## config.mk

```make
export PLATFORM = sky130hd
export DESIGN_NAME = serial_frame_builder_crc32
export DESIGN_NICKNAME = d
export VERILOG_FILES = /design/src/design/sfb_pkg.sv /design/src/design/sfb_burst.sv /design/src/design/serial_frame_builder_crc32.sv
export VERILOG_INCLUDE_DIRS = /design/src /design/src/design
export SDC_FILE = /design/constraint.sdc
export NUM_CORES = 1
export LEC_CHECK = 0
export BUFFER_PORTS_ARGS = -buffer_cell sky130_fd_sc_hd__buf_2
export CAP_MARGIN = 20
export CORE_MARGIN = 2
export CORE_UTILIZATION = 45
export CTS_CLUSTER_DIAMETER = 200
export DETAILED_ROUTE_END_ITERATION = 7
export GPL_ROUTABILITY_DRIVEN = 0
export HOLD_SLACK_MARGIN = 0.12
export PLACE_DENSITY = 0.7
export RECOVER_POWER = 25
export SLEW_MARGIN = 20
export SYNTH_ARGS = -nofsm -noshare
export SYNTH_HDL_FRONTEND = slang
export SYNTH_SLANG_ARGS = --single-unit
```

## constraint.sdc

```tcl
create_clock -name clk -period 3.2 [get_ports clk]
set_clock_uncertainty 0.2 [all_clocks]
set_input_delay 0.32 -clock clk [delete_from_list [all_inputs] [get_ports clk]]
set_output_delay 0.32 -clock clk [all_outputs]
set_load 0.005 [all_outputs]
```

## src/design/serial_frame_builder_crc32_macros.svh

```systemverilog
// assertion macros shared by the frame builder rtl
`ifndef SERIAL_FRAME_BUILDER_CRC32_MACROS_SVH
`define SERIAL_FRAME_BUILDER_CRC32_MACROS_SVH

// same-cycle implication, checked out of reset
`define SFB_ASSERT_IMPL(lbl, clk, rst_n, ante, cons) \
  lbl: assert property (@(posedge clk) disable iff (!rst_n) (ante) |-> (cons)) \
    else $error("sfb same-cycle check failed");

// next-cycle implication, checked out of reset
`define SFB_ASSERT_NEXT(lbl, clk, rst_n, ante, cons) \
  lbl: assert property (@(posedge clk) disable iff (!rst_n) (ante) |=> (cons)) \
    else $error("sfb next-cycle check failed");

`endif

```

## src/design/sfb_pkg.sv

```systemverilog
// types, codes and crc helper for the frame builder
package sfb_pkg;

  localparam int unsigned BURST_DEPTH = 8;
  localparam int unsigned BURST_IDX_W = 3;
  localparam int unsigned CFG_IDX_W   = 1;

  localparam logic CMD_START   = 1'b0;
  localparam logic CMD_PAYLOAD = 1'b1;

  localparam logic [CFG_IDX_W-1:0] REG_MAGIC_FIRST  = 1'b0;
  localparam logic [CFG_IDX_W-1:0] REG_MAGIC_SECOND = 1'b1;

  localparam logic [1:0] ERR_NONE           = 2'd0;
  localparam logic [1:0] ERR_BYTE_OUTSIDE   = 2'd1;
  localparam logic [1:0] ERR_START_IN_FRAME = 2'd2;

  localparam logic [31:0] CRC_SEED = 32'hFFFF_FFFF;
  localparam logic [31:0] CRC_POLY = 32'hEDB8_8320;

  // one item's worth of output bytes plus the flags that go with them
  typedef struct packed {
    logic [BURST_DEPTH-1:0][7:0] bytes;
    logic [BURST_IDX_W-1:0]      last_idx;
    logic                        trailer;
    logic [1:0]                  err;
  } burst_t;

  // reflected crc-32, one byte per call, unrolled into an xor network
  function automatic logic [31:0] crc_byte(input logic [31:0] crc, input logic [7:0] b);
    logic [31:0] c;
    c = crc ^ {24'h0, b};
    for (int i = 0; i < 8; i++) begin
      c = (c >> 1) ^ (c[0] ? CRC_POLY : 32'h0);
    end
    return c;
  endfunction

endpackage

```

## src/design/sfb_burst.sv

```systemverilog
// output burst register: holds one item's bytes and sends one per cycle unless stalled
module sfb_burst (
  input  logic                 clk,
  input  logic                 rst_n,
  input  logic                 load,
  input  sfb_pkg::burst_t      desc,
  output logic                 free,
  output logic                 out_valid,
  input  logic                 out_stall,
  output logic [7:0]           out_byte,
  output logic                 out_frame_end,
  output logic [1:0]           out_error_code,
  output logic                 out_run_last
);

  logic                               valid_r, valid_nxt;
  logic [sfb_pkg::BURST_IDX_W-1:0]    rd_r, rd_nxt;
  sfb_pkg::burst_t                    desc_r, desc_nxt;
  logic                               take;
  logic                               at_last;

  assign take    = valid_r && !out_stall;
  assign at_last = (rd_r == desc_r.last_idx);
  assign free    = !valid_r || (take && at_last);

  always_comb begin
    valid_nxt = valid_r;
    rd_nxt    = rd_r;
    desc_nxt  = desc_r;
    if (load) begin
      valid_nxt = 1'b1;
      rd_nxt    = '0;
      desc_nxt  = desc;
    end else if (take) begin
      if (at_last) begin
        valid_nxt = 1'b0;
      end else begin
        rd_nxt = rd_r + 1'b1;
      end
    end
  end

  always_ff @(posedge clk) begin
    if (!rst_n) begin
      valid_r <= 1'b0;
      rd_r    <= '0;
    end else begin
      valid_r <= valid_nxt;
      rd_r    <= rd_nxt;
    end
    desc_r <= desc_nxt;
  end

  assign out_valid      = valid_r;
  assign out_byte       = desc_r.bytes[rd_r];
  assign out_frame_end  = desc_r.trailer && at_last;
  assign out_error_code = desc_r.err;
  assign out_run_last   = at_last;

endmodule

```

## src/design/serial_frame_builder_crc32.sv

```systemverilog
// top level of the length-prefixed frame builder with crc-32 trailer
// A start item (cmd 0) opens a frame: the block sends the two sync bytes from the
// magic registers, then the 16-bit payload length low byte first, and seeds a
// reflected ieee crc-32 (all ones) over the two length bytes. Each payload item
// (cmd 1) passes its byte through and folds it into the crc; after the last counted
// byte the inverted crc follows, least significant byte first, with out_frame_end on
// its final byte. A zero-length start sends header and crc in one go (8 bytes). A
// payload byte with no open frame, or a start inside an open frame, gives one byte
// with out_error_code set and leaves the state alone. out_run_last marks the last
// byte caused by an item. Rate: an item is taken at the edge it arrives when the
// burst register is free, and its first byte shows in the cycle after; it then
// occupies the output burst register until all of its result bytes have left:
// 1 for a plain payload byte or an error, 4 for a start, 5 for the closing payload
// byte, 8 for an empty frame. The next item is taken in the same cycle the last byte
// of the previous one leaves, so payload bytes run at one per cycle unless stalled.
// Configuration writes go straight to the magic registers and must come while idle.
`include "serial_frame_builder_crc32_macros.svh"

module serial_frame_builder_crc32 (
  input  logic                          clk,
  input  logic                          rst_n,
  // configuration
  input  logic                          cfg_we,
  input  logic [sfb_pkg::CFG_IDX_W-1:0] cfg_index,
  input  logic [7:0]                    cfg_wdata,
  // input items
  input  logic                          in_valid,
  output logic                          in_stall,
  input  logic                          in_cmd,
  input  logic [15:0]                   in_frame_length,
  input  logic [7:0]                    in_data_byte,
  // result items
  output logic                          out_valid,
  input  logic                          out_stall,
  output logic [7:0]                    out_byte,
  output logic                          out_frame_end,
  output logic [1:0]                    out_error_code,
  output logic                          out_run_last
);

  // sync byte registers
  logic [7:0]  magic_first_r;
  logic [7:0]  magic_second_r;

  // frame state
  logic        frame_open_r, frame_open_nxt;
  logic [15:0] bytes_left_r, bytes_left_nxt;
  logic [31:0] crc_r, crc_nxt;

  logic            accept;
  logic            burst_free;
  sfb_pkg::burst_t desc;

  // crc candidates: over the length field for a start, one step for a payload byte
  logic [31:0] crc_len;
  logic [31:0] crc_pay;
  logic [31:0] fin_len;
  logic [31:0] fin_pay;
  logic [15:0] left_dec;

  assign crc_len  = sfb_pkg::crc_byte(sfb_pkg::crc_byte(sfb_pkg::CRC_SEED,
                                                        in_frame_length[7:0]),
                                      in_frame_length[15:8]);
  assign crc_pay  = sfb_pkg::crc_byte(crc_r, in_data_byte);
  assign fin_len  = ~crc_len;
  assign fin_pay  = ~crc_pay;
  assign left_dec = bytes_left_r - 16'd1;

  // an item is taken whenever the burst register is empty or drains this cycle
  assign in_stall = !burst_free;
  assign accept   = in_valid && burst_free;

  // build the burst for the incoming item and the next frame state
  always_comb begin
    desc           = '0;
    frame_open_nxt = frame_open_r;
    bytes_left_nxt = bytes_left_r;
    crc_nxt        = crc_r;
    if (in_cmd == sfb_pkg::CMD_START) begin
      if (frame_open_r) begin
        // start inside a frame: flag it, frame goes on
        desc.err = sfb_pkg::ERR_START_IN_FRAME;
      end else begin
        desc.bytes[0] = magic_first_r;
        desc.bytes[1] = magic_second_r;
        desc.bytes[2] = in_frame_length[7:0];
        desc.bytes[3] = in_frame_length[15:8];
        crc_nxt       = crc_len;
        if (in_frame_length == 16'd0) begin
          // empty payload: trailer follows the header at once
          desc.bytes[4] = fin_len[7:0];
          desc.bytes[5] = fin_len[15:8];
          desc.bytes[6] = fin_len[23:16];
          desc.bytes[7] = fin_len[31:24];
          desc.last_idx = 3'd7;
          desc.trailer  = 1'b1;
        end else begin
          desc.last_idx  = 3'd3;
          frame_open_nxt = 1'b1;
          bytes_left_nxt = in_frame_length;
        end
      end
    end else begin
      if (!frame_open_r) begin
        // payload byte with no frame open
        desc.err = sfb_pkg::ERR_BYTE_OUTSIDE;
      end else begin
        desc.bytes[0]  = in_data_byte;
        crc_nxt        = crc_pay;
        bytes_left_nxt = left_dec;
        if (left_dec == 16'd0) begin
          // closing byte: append the inverted crc
          desc.bytes[1]  = fin_pay[7:0];
          desc.bytes[2]  = fin_pay[15:8];
          desc.bytes[3]  = fin_pay[23:16];
          desc.bytes[4]  = fin_pay[31:24];
          desc.last_idx  = 3'd4;
          desc.trailer   = 1'b1;
          frame_open_nxt = 1'b0;
        end
      end
    end
  end

  always_ff @(posedge clk) begin
    if (!rst_n) begin
      magic_first_r  <= 8'd0;
      magic_second_r <= 8'd0;
      frame_open_r   <= 1'b0;
      bytes_left_r   <= 16'd0;
      crc_r          <= sfb_pkg::CRC_SEED;
    end else begin
      if (cfg_we) begin
        unique case (cfg_index)
          sfb_pkg::REG_MAGIC_FIRST:  magic_first_r  <= cfg_wdata;
          sfb_pkg::REG_MAGIC_SECOND: magic_second_r <= cfg_wdata;
          default:                   magic_first_r  <= magic_first_r;
        endcase
      end
      if (accept) begin
        frame_open_r <= frame_open_nxt;
        bytes_left_r <= bytes_left_nxt;
        crc_r        <= crc_nxt;
      end
    end
  end

  // result side: one byte per cycle from the burst register while out_stall is low
  sfb_burst u_burst (
    .clk            (clk),
    .rst_n          (rst_n),
    .load           (accept),
    .desc           (desc),
    .free           (burst_free),
    .out_valid      (out_valid),
    .out_stall      (out_stall),
    .out_byte       (out_byte),
    .out_frame_end  (out_frame_end),
    .out_error_code (out_error_code),
    .out_run_last   (out_run_last)
  );

  // count is zero exactly when no frame is open
  `SFB_ASSERT_IMPL(a_closed_count, clk, rst_n, !frame_open_r, bytes_left_r == 16'd0)
  `SFB_ASSERT_IMPL(a_open_count, clk, rst_n, frame_open_r, bytes_left_r != 16'd0)
  // a stray payload byte shows up as an error on the next cycle
  `SFB_ASSERT_NEXT(a_stray_byte, clk, rst_n,
                   accept && (in_cmd == sfb_pkg::CMD_PAYLOAD) && !frame_open_r,
                   out_valid && (out_error_code == sfb_pkg::ERR_BYTE_OUTSIDE))
  // the final crc byte always ends its item's run
  `SFB_ASSERT_IMPL(a_end_is_last, clk, rst_n, out_valid && out_frame_end, out_run_last)

endmodule

```

==> results of run 1 <==
-- power groups by stage --
stage	logic, mW	registers, mW	clock network [mW]
2_1_floorplan	1.83	2.08	0
3_3_place_gp	2.52	2.11	0
3_5_place_dp	2.54	2.11	0
4_1_cts	2.58	2.07	2.03
5_1_grt	2.77	2.09	2.10
6_report	2.60	2.08	2.01
-- worst register-to-register path: cells and delay by family (launching register included) --
family | cells | cell delay (ns)
AO/OA/AOI/OAI | 4 | 0.82
buffers and inverters | 2 | 0.62
flip-flops | 1 | 0.33
AND/OR/NAND/NOR | 2 | 0.79
-- through the flow --
step                      power, mW  utilization  instance area (um2)  setup WS, ns
after floorplan                3.91            -                 8520         0.389
after global placement         4.63        0.488                 9100        0.0530
after detailed placement       4.65        0.488                 9100        0.0466
after CTS                      6.68        0.534                 9950         0.174
after global routing           6.96        0.532                 9920        0.0619
final                          6.69        0.532                 9920         0.225
-- layer usage --
| metal | vias up | routed length (um) | part of all wire | GRT usage |
|---|---|---|---|---|
| met5 | - | 0 | 0 | 0 |
| met4 | 0 | 1130 | 0.048 | 0.125 |
| met3 | 57 | 1540 | 0.065 | 0.0543 |
| met2 | 240 | 11000 | 0.46 | 0.387 |
| met1 | 3175 | 10000 | 0.42 | 0.319 |
| li1 | 3132 | - | - | - |
-- logic make-up (layout without fill, tap and decap cells) --
logic type	count (synthesis)	count (layout)	synth area share
xor+xnor	175	175	0.213
simple gates	246	246	0.134
compound gates	168	168	0.133
flops	137	137	0.402
mux	36	36	0.0670
fa+ha+maj	7	7	0.0103
buf+inv	82	164	0.0410
-- layout make-up --
type                       instances  share of cell area
clock buffer                      18              0.0433
timing repair buffer             115              0.0795
clock inverter                    14              0.0172
tap                              234              0.0295
inverter                          17             0.00681
sequential                       137               0.345
multi-input combinational        632               0.479
-- Yosys cell counts (all sizes together), types with 3 or more instances --
| library cell | instances | area share |
|---|---|---|
| o21ai | 49 | 0.029 |
| o311ai | 9 | 0.0093 |
| nand3 | 16 | 0.0094 |
| a22o | 8 | 0.0082 |
| nor4b | 3 | 0.0031 |
| nor2b | 9 | 0.0066 |
| xnor2 | 129 | 0.14 |
| inv | 17 | 0.0075 |
| clkbuf | 48 | 0.021 |
| edfxtp | 68 | 0.24 |
| xor2 | 31 | 0.033 |
| nand3b | 3 | 0.0026 |
| o31ai | 4 | 0.0035 |
| or3 | 3 | 0.0028 |
| ha | 7 | 0.010 |
| mux2 | 8 | 0.011 |
| mux4 | 16 | 0.042 |
| nor4 | 6 | 0.0069 |
| a31oi | 9 | 0.0066 |
| nand2 | 111 | 0.049 |
| or4 | 3 | 0.0026 |
| mux2i | 12 | 0.014 |
| nor3 | 10 | 0.0059 |
| nand4b | 3 | 0.0031 |
| a21oi | 17 | 0.011 |
| o21a | 8 | 0.0071 |
| nor2 | 62 | 0.027 |
| dfxtp | 69 | 0.16 |
| xnor3 | 15 | 0.040 |
| buf | 17 | 0.012 |
| o22ai | 8 | 0.0059 |
| o31a | 3 | 0.0031 |
| nor3b | 8 | 0.0071 |
| o211ai | 13 | 0.011 |
| a21boi | 30 | 0.026 |
-- registers in the layout, indices dropped and copies added, names as in the netlist --
name / count
u_burst.out_valid: 1
magic_first_r: 8
magic_second_r: 8
frame_open_r: 1
u_burst.desc_r: 66
bytes_left_r: 16
u_burst.out_error_code: 2
crc_r: 32
u_burst.rd_r: 3
-- repair_timing --
action | CTS | global route
setup endpoints to repair | 0 | 7
setup buffers | 0 | 0
gates resized for setup | 0 | 1
hold buffers | 25 | 0
endpoints found under the hold margin | 40 | 0
-- how the worst min path moves through the flow --
| stage | slack, ns | from | cells past startpoint | to |
|---|---|---|---|---|
| after global routing | 0.19 | in_frame_length[5] | 3 | u_burst.desc_r[27] |
| final | 0.18 | in_frame_length[5] | 3 | u_burst.desc_r[27] |
| after detailed placement | 0.26 | magic_second_r[4] | 2 | magic_second_r[4] |
| after floorplan | 0.24 | magic_second_r[0] | 2 | magic_second_r[0] |
| after CTS | 0.15 | in_frame_length[0] | 3 | bytes_left_r[0] |
| after global placement | 0.26 | magic_second_r[7] | 2 | magic_second_r[7] |
==> flow_summary.toml, run 1 <==
[outcome]
status = "complete, no violations"

[clocking]
h-tree-depth = 4
cts_tree = "built"
cts-root-buf = "clkbuf_16"
cts-buffers-inserted = 17
clockBufferDepth = 2
clk_pin_slew_ns = 0.06
cts_sinks = 137
clk_latency_ns = 0.42

[route]
drc_errors = 0
vias = 6604
dr.pass1.iters = 7
ant_nets = 0
via_per_inst = 5.66
first_iter_violations = 495
wl_per_cell_um = 20.3
routed_wl_um = 23600

[global_routing]
grt_pass1_vias = 6571
grt_max_degree = 54
grt_overflow = 0
groute.usage.overall = 0.245
antenna_found_initial = 0
grt_pass1_wl_um = 37000

[critical_path]
cp_common_cell = "xnor2_1"
regToRegSetupSlack_ns = 0.35
crit_path_end_kind = "flop"
cp_max_fo = 7
rr_worst_depth = 8
critPathBufInv = 2
r2r_end = "bytes_left_r[14]"
crit_slowest_cell = "xnor2_1"
start_kind = "primary input"
critPathMaxStageDelay_ns = 0.49
critPathLaunch = "in_frame_length[0]"
rr_startpoint = "u_burst.rd_r[0]"
crit_end = "crc_r[19]"
crit_family = "XOR/XNOR gates"
criticalPathCategory = "in -> reg"
cp_cell_sequence = "clkbuf_1 -> inv_1 -> ha_1 -> xnor2_1 -> xnor2_1 -> xnor3_1 -> xnor2_1 -> mux2i_1 -> o211ai_1"
critPathArrivalTime_ns = 3.11
worst-path-stages = 9
cp.required_ns = 3.34

[floorplan]
row_count = 50
coreArea_um2 = 18600
die_w_um = 142
design.die.area_um2 = 20000
io_pins = 53
initial_core_util = 0.457
dieHeight_um = 142

[finish]
mostFrequentLayoutCell = "xnor2_1"
area.sequential_um2 = 3420
multiInputGateArea_um2 = 4750
final_nets = 966
diodes = 0
mostFrequentLayoutCells = "xnor2_1, nand2_1, dfxtp_1, edfxtp_1, nor2_1"
fillCellCount = 1678
finalNonFillerCells = 1167
post_route_cells_drive_above_1_share = 0.165
area_delta_synth_final_pct = 16.5

[pwr]
p_sw_mw = 2.36
leakage_nw = 3.77
ir_drop_mv = 0.525
power_density_nw_per_um2 = 674
combPwrFrac = 0.390
clock_power_share = 0.300
switching_share = 0.353
p_seq_frac = 0.310
p_int_mw = 4.33

[sta]
setup_viol = 0
maxSlewHeadroom = 0.213
tightest_slew_ns = 1.18
fin_setup_tns_ns = 0
slew_viol_final = 0
rsz0062_at_grt = "false"
max_freq_ghz = 0.336
whs_ns = 0.185
fin_crit_sh = 0.930
hold_violations = 0
period_needed_ns = 2.97

[run]
cap_viol_max_count = 0

[place]
dp_cells = 1110
hpwl_um = 17200
portBuffers = 52

[yosys]
synth_nets = 897
ys_warn_count = 0
ys_async_sr_fraction = 0
synth-edff-count = 68
syn_inst = 851
ys.flop_type = "dfxtp_1"
postSynthAreaPerCell_um2 = 10.0
netlist_area_um2 = 8520
synth_seq_cells = 137
ys_seq_area_frac = 0.402
synth_cell_type_count = 65

[hold_path]
hold_class = "in -> reg"
Note: power is estimated with default switching activity, not from simulation.
==> run 2, diff against run 1 <==
CORE_ASPECT_RATIO = 0.8   (was unset)
==> run 2 against run 1 <==
  * The run now ends with max-capacitance violations, max-slew violations left
  * Non-clock buffer count is 7 higher
  * Critical path depth stayed put
  * Routed wire length is 3.8% higher
  * Clock-buffer cell count is 4 higher
  * Worst hold slack worse by 0.026 ns
  * Flip-flop and latch count stayed put
  * Largest cell class unchanged
  * Highest routed layer unchanged
==> flow_summary.toml, run 2 (same netlist as run 1, synthesis figures left out) <==
[outcome]
status = "finished, violations left"
violations = "max-capacitance violations, max-slew violations"

[finish]
reg_top3 = "u_burst.desc_r: 66 flops, crc_r: 32 flops, bytes_left_r: 16 flops"
largest_reg_flops = 66
diodes = 0
post_route_cells_drive_above_1_share = 0.171
finalNonFillerCells = 1193
mostFrequentLayoutCells = "xnor2_1, nand2_1, dfxtp_1, edfxtp_1, nor2_1"
top_register = "u_burst.desc_r"
final_nets = 973
mostFrequentLayoutCell = "xnor2_1"
fin_util = 0.544
area_delta_synth_final_pct = 17.0

[critical_path]
rr_worst_depth = 9
cp.required_ns = 3.22
cp_max_fo = 33
start_kind = "flop"
rr_startpoint = "bytes_left_r[1]"
criticalPathCategory = "reg -> reg"
regToRegSetupSlack_ns = 0.33
critPathArrivalTime_ns = 2.89
r2r_end = "u_burst.desc_r[29]"
crit_path_end_kind = "flop"

[clocking]
clk_pin_slew_ns = 0.06
h-tree-depth = 4
cts-buffers-inserted = 17
cts-root-buf = "clkbuf_16"
clk_latency_ns = 0.42
clockBufferDepth = 2
cts_sinks = 137
cts_tree = "built"

[global_routing]
groute.usage.overall = 0.251
grt_pass1_wl_um = 37700
grt_overflow = 0
grt_max_degree = 70
antenna_found_initial = 0
grt_pass1_vias = 6395

[floorplan]
die_w_um = 158
row_count = 44
initial_core_util = 0.465
design.die.area_um2 = 20100
coreArea_um2 = 18300
dieHeight_um = 127
io_pins = 53

[hold_path]
hold_end = "u_burst.desc_r[31]"
min_path_cells = 3
hold_class = "in -> reg"
hp-start = "in_frame_length[9]"

[pwr]
power_density_nw_per_um2 = 669
ir_drop_mv = 0.487
total_power_mw = 6.67
leakage_nw = 3.79

[route]
ant_nets = 0
drc_errors = 0
routed_wl_um = 24500
first_iter_violations = 714
wl_per_cell_um = 20.6
via_per_inst = 5.70
dr.pass1.iters = 5
vias = 6798

[sta]
period_needed_ns = 2.87
fin_crit_sh = 0.897
slew_viol_final = 67
max_freq_ghz = 0.348
setup_viol = 0
maxSlewHeadroom = -0.139
rsz0062_at_grt = "false"
tightest_slew_ns = 1.71
fin_setup_tns_ns = 0
hold_violations = 0

[place]
portBuffers = 52
dp_cells = 1134
hpwl_um = 17500

[run]
cap_viol_max_count = 2
==> run 2: cell count changes in the layout (fill, tap and decap cells not counted), sizes merged, moves of 2 or more <==
cell | before | now
bufinv | 3 | 0
inv | 20 | 22
buf | 76 | 88
clkinv | 7 | 3
==> run 2: layout make-up <==
| cell class | count | area (um2) |
|---|---|---|
| tap | 253 | 317 |
| multi-input combinational | 632 | 4730 |
| timing repair buffer | 122 | 850 |
| fill | 1648 | 8370 |
| clock inverter | 10 | 80.1 |
| sequential | 137 | 3420 |
| clock buffer | 22 | 495 |
| inverter | 17 | 67.6 |
==> run 2: worst max path at each step <==
stage,from,endpoint,slack (ns)
floorplan,in_frame_length[4],crc_r[23],0.39
global placement,in_frame_length[0],crc_r[22],0.28
detailed placement,bytes_left_r[1],u_burst.desc_r[29],0.24
CTS,bytes_left_r[1],u_burst.desc_r[29],0.16
global route,u_burst.rd_r[0],bytes_left_r[15],0.06
finish,bytes_left_r[1],u_burst.desc_r[29],0.33
==> run 2: critical path, stage by stage (launching register included) <==
cell	delay, ns
dfxtp_1	0.36
inv_1	0.09
ha_1	0.31
nor4b_1	0.38
nand4b_1	0.17
xnor2_1	0.20
and4_1	0.27
nand3_1	0.16
buf_12	0.22
o21ai_1	0.29
==> run 2: routing by layer <==
layer,part of all wire,track usage,up-vias
li1,-,-,3144
met1,0.45,0.375,3292
met2,0.43,0.365,336
met3,0.099,0.0607,26
met4,0.015,0.0636,0
met5,0,0,-
==> run 2: where the power goes <==
group	internal [mW]	leakage, nW	switching [mW]
registers	1.99	1.25	0.0921
clock network	1.11	0.284	0.797
logic	1.14	2.26	1.54
==> run 2: timing repair <==
action	in CTS	in global routing
endpoints found under the hold margin	33	0
hold buffers	24	0
resized for setup	0	1
setup endpoints to repair	0	2
setup buffers	0	3
==> run 2: metrics by stage <==
stage / setup slack [ns] / hold WS, ns / cell area, um2
2_1_floorplan: 0.389 / 0.244 / 8520
3_3_place_gp: 0.279 / 0.253 / 9160
3_5_place_dp: 0.239 / 0.259 / 9160
4_1_cts: 0.161 / 0.137 / 9980
5_1_grt: 0.0599 / 0.172 / 9970
6_report: 0.328 / 0.158 / 9970
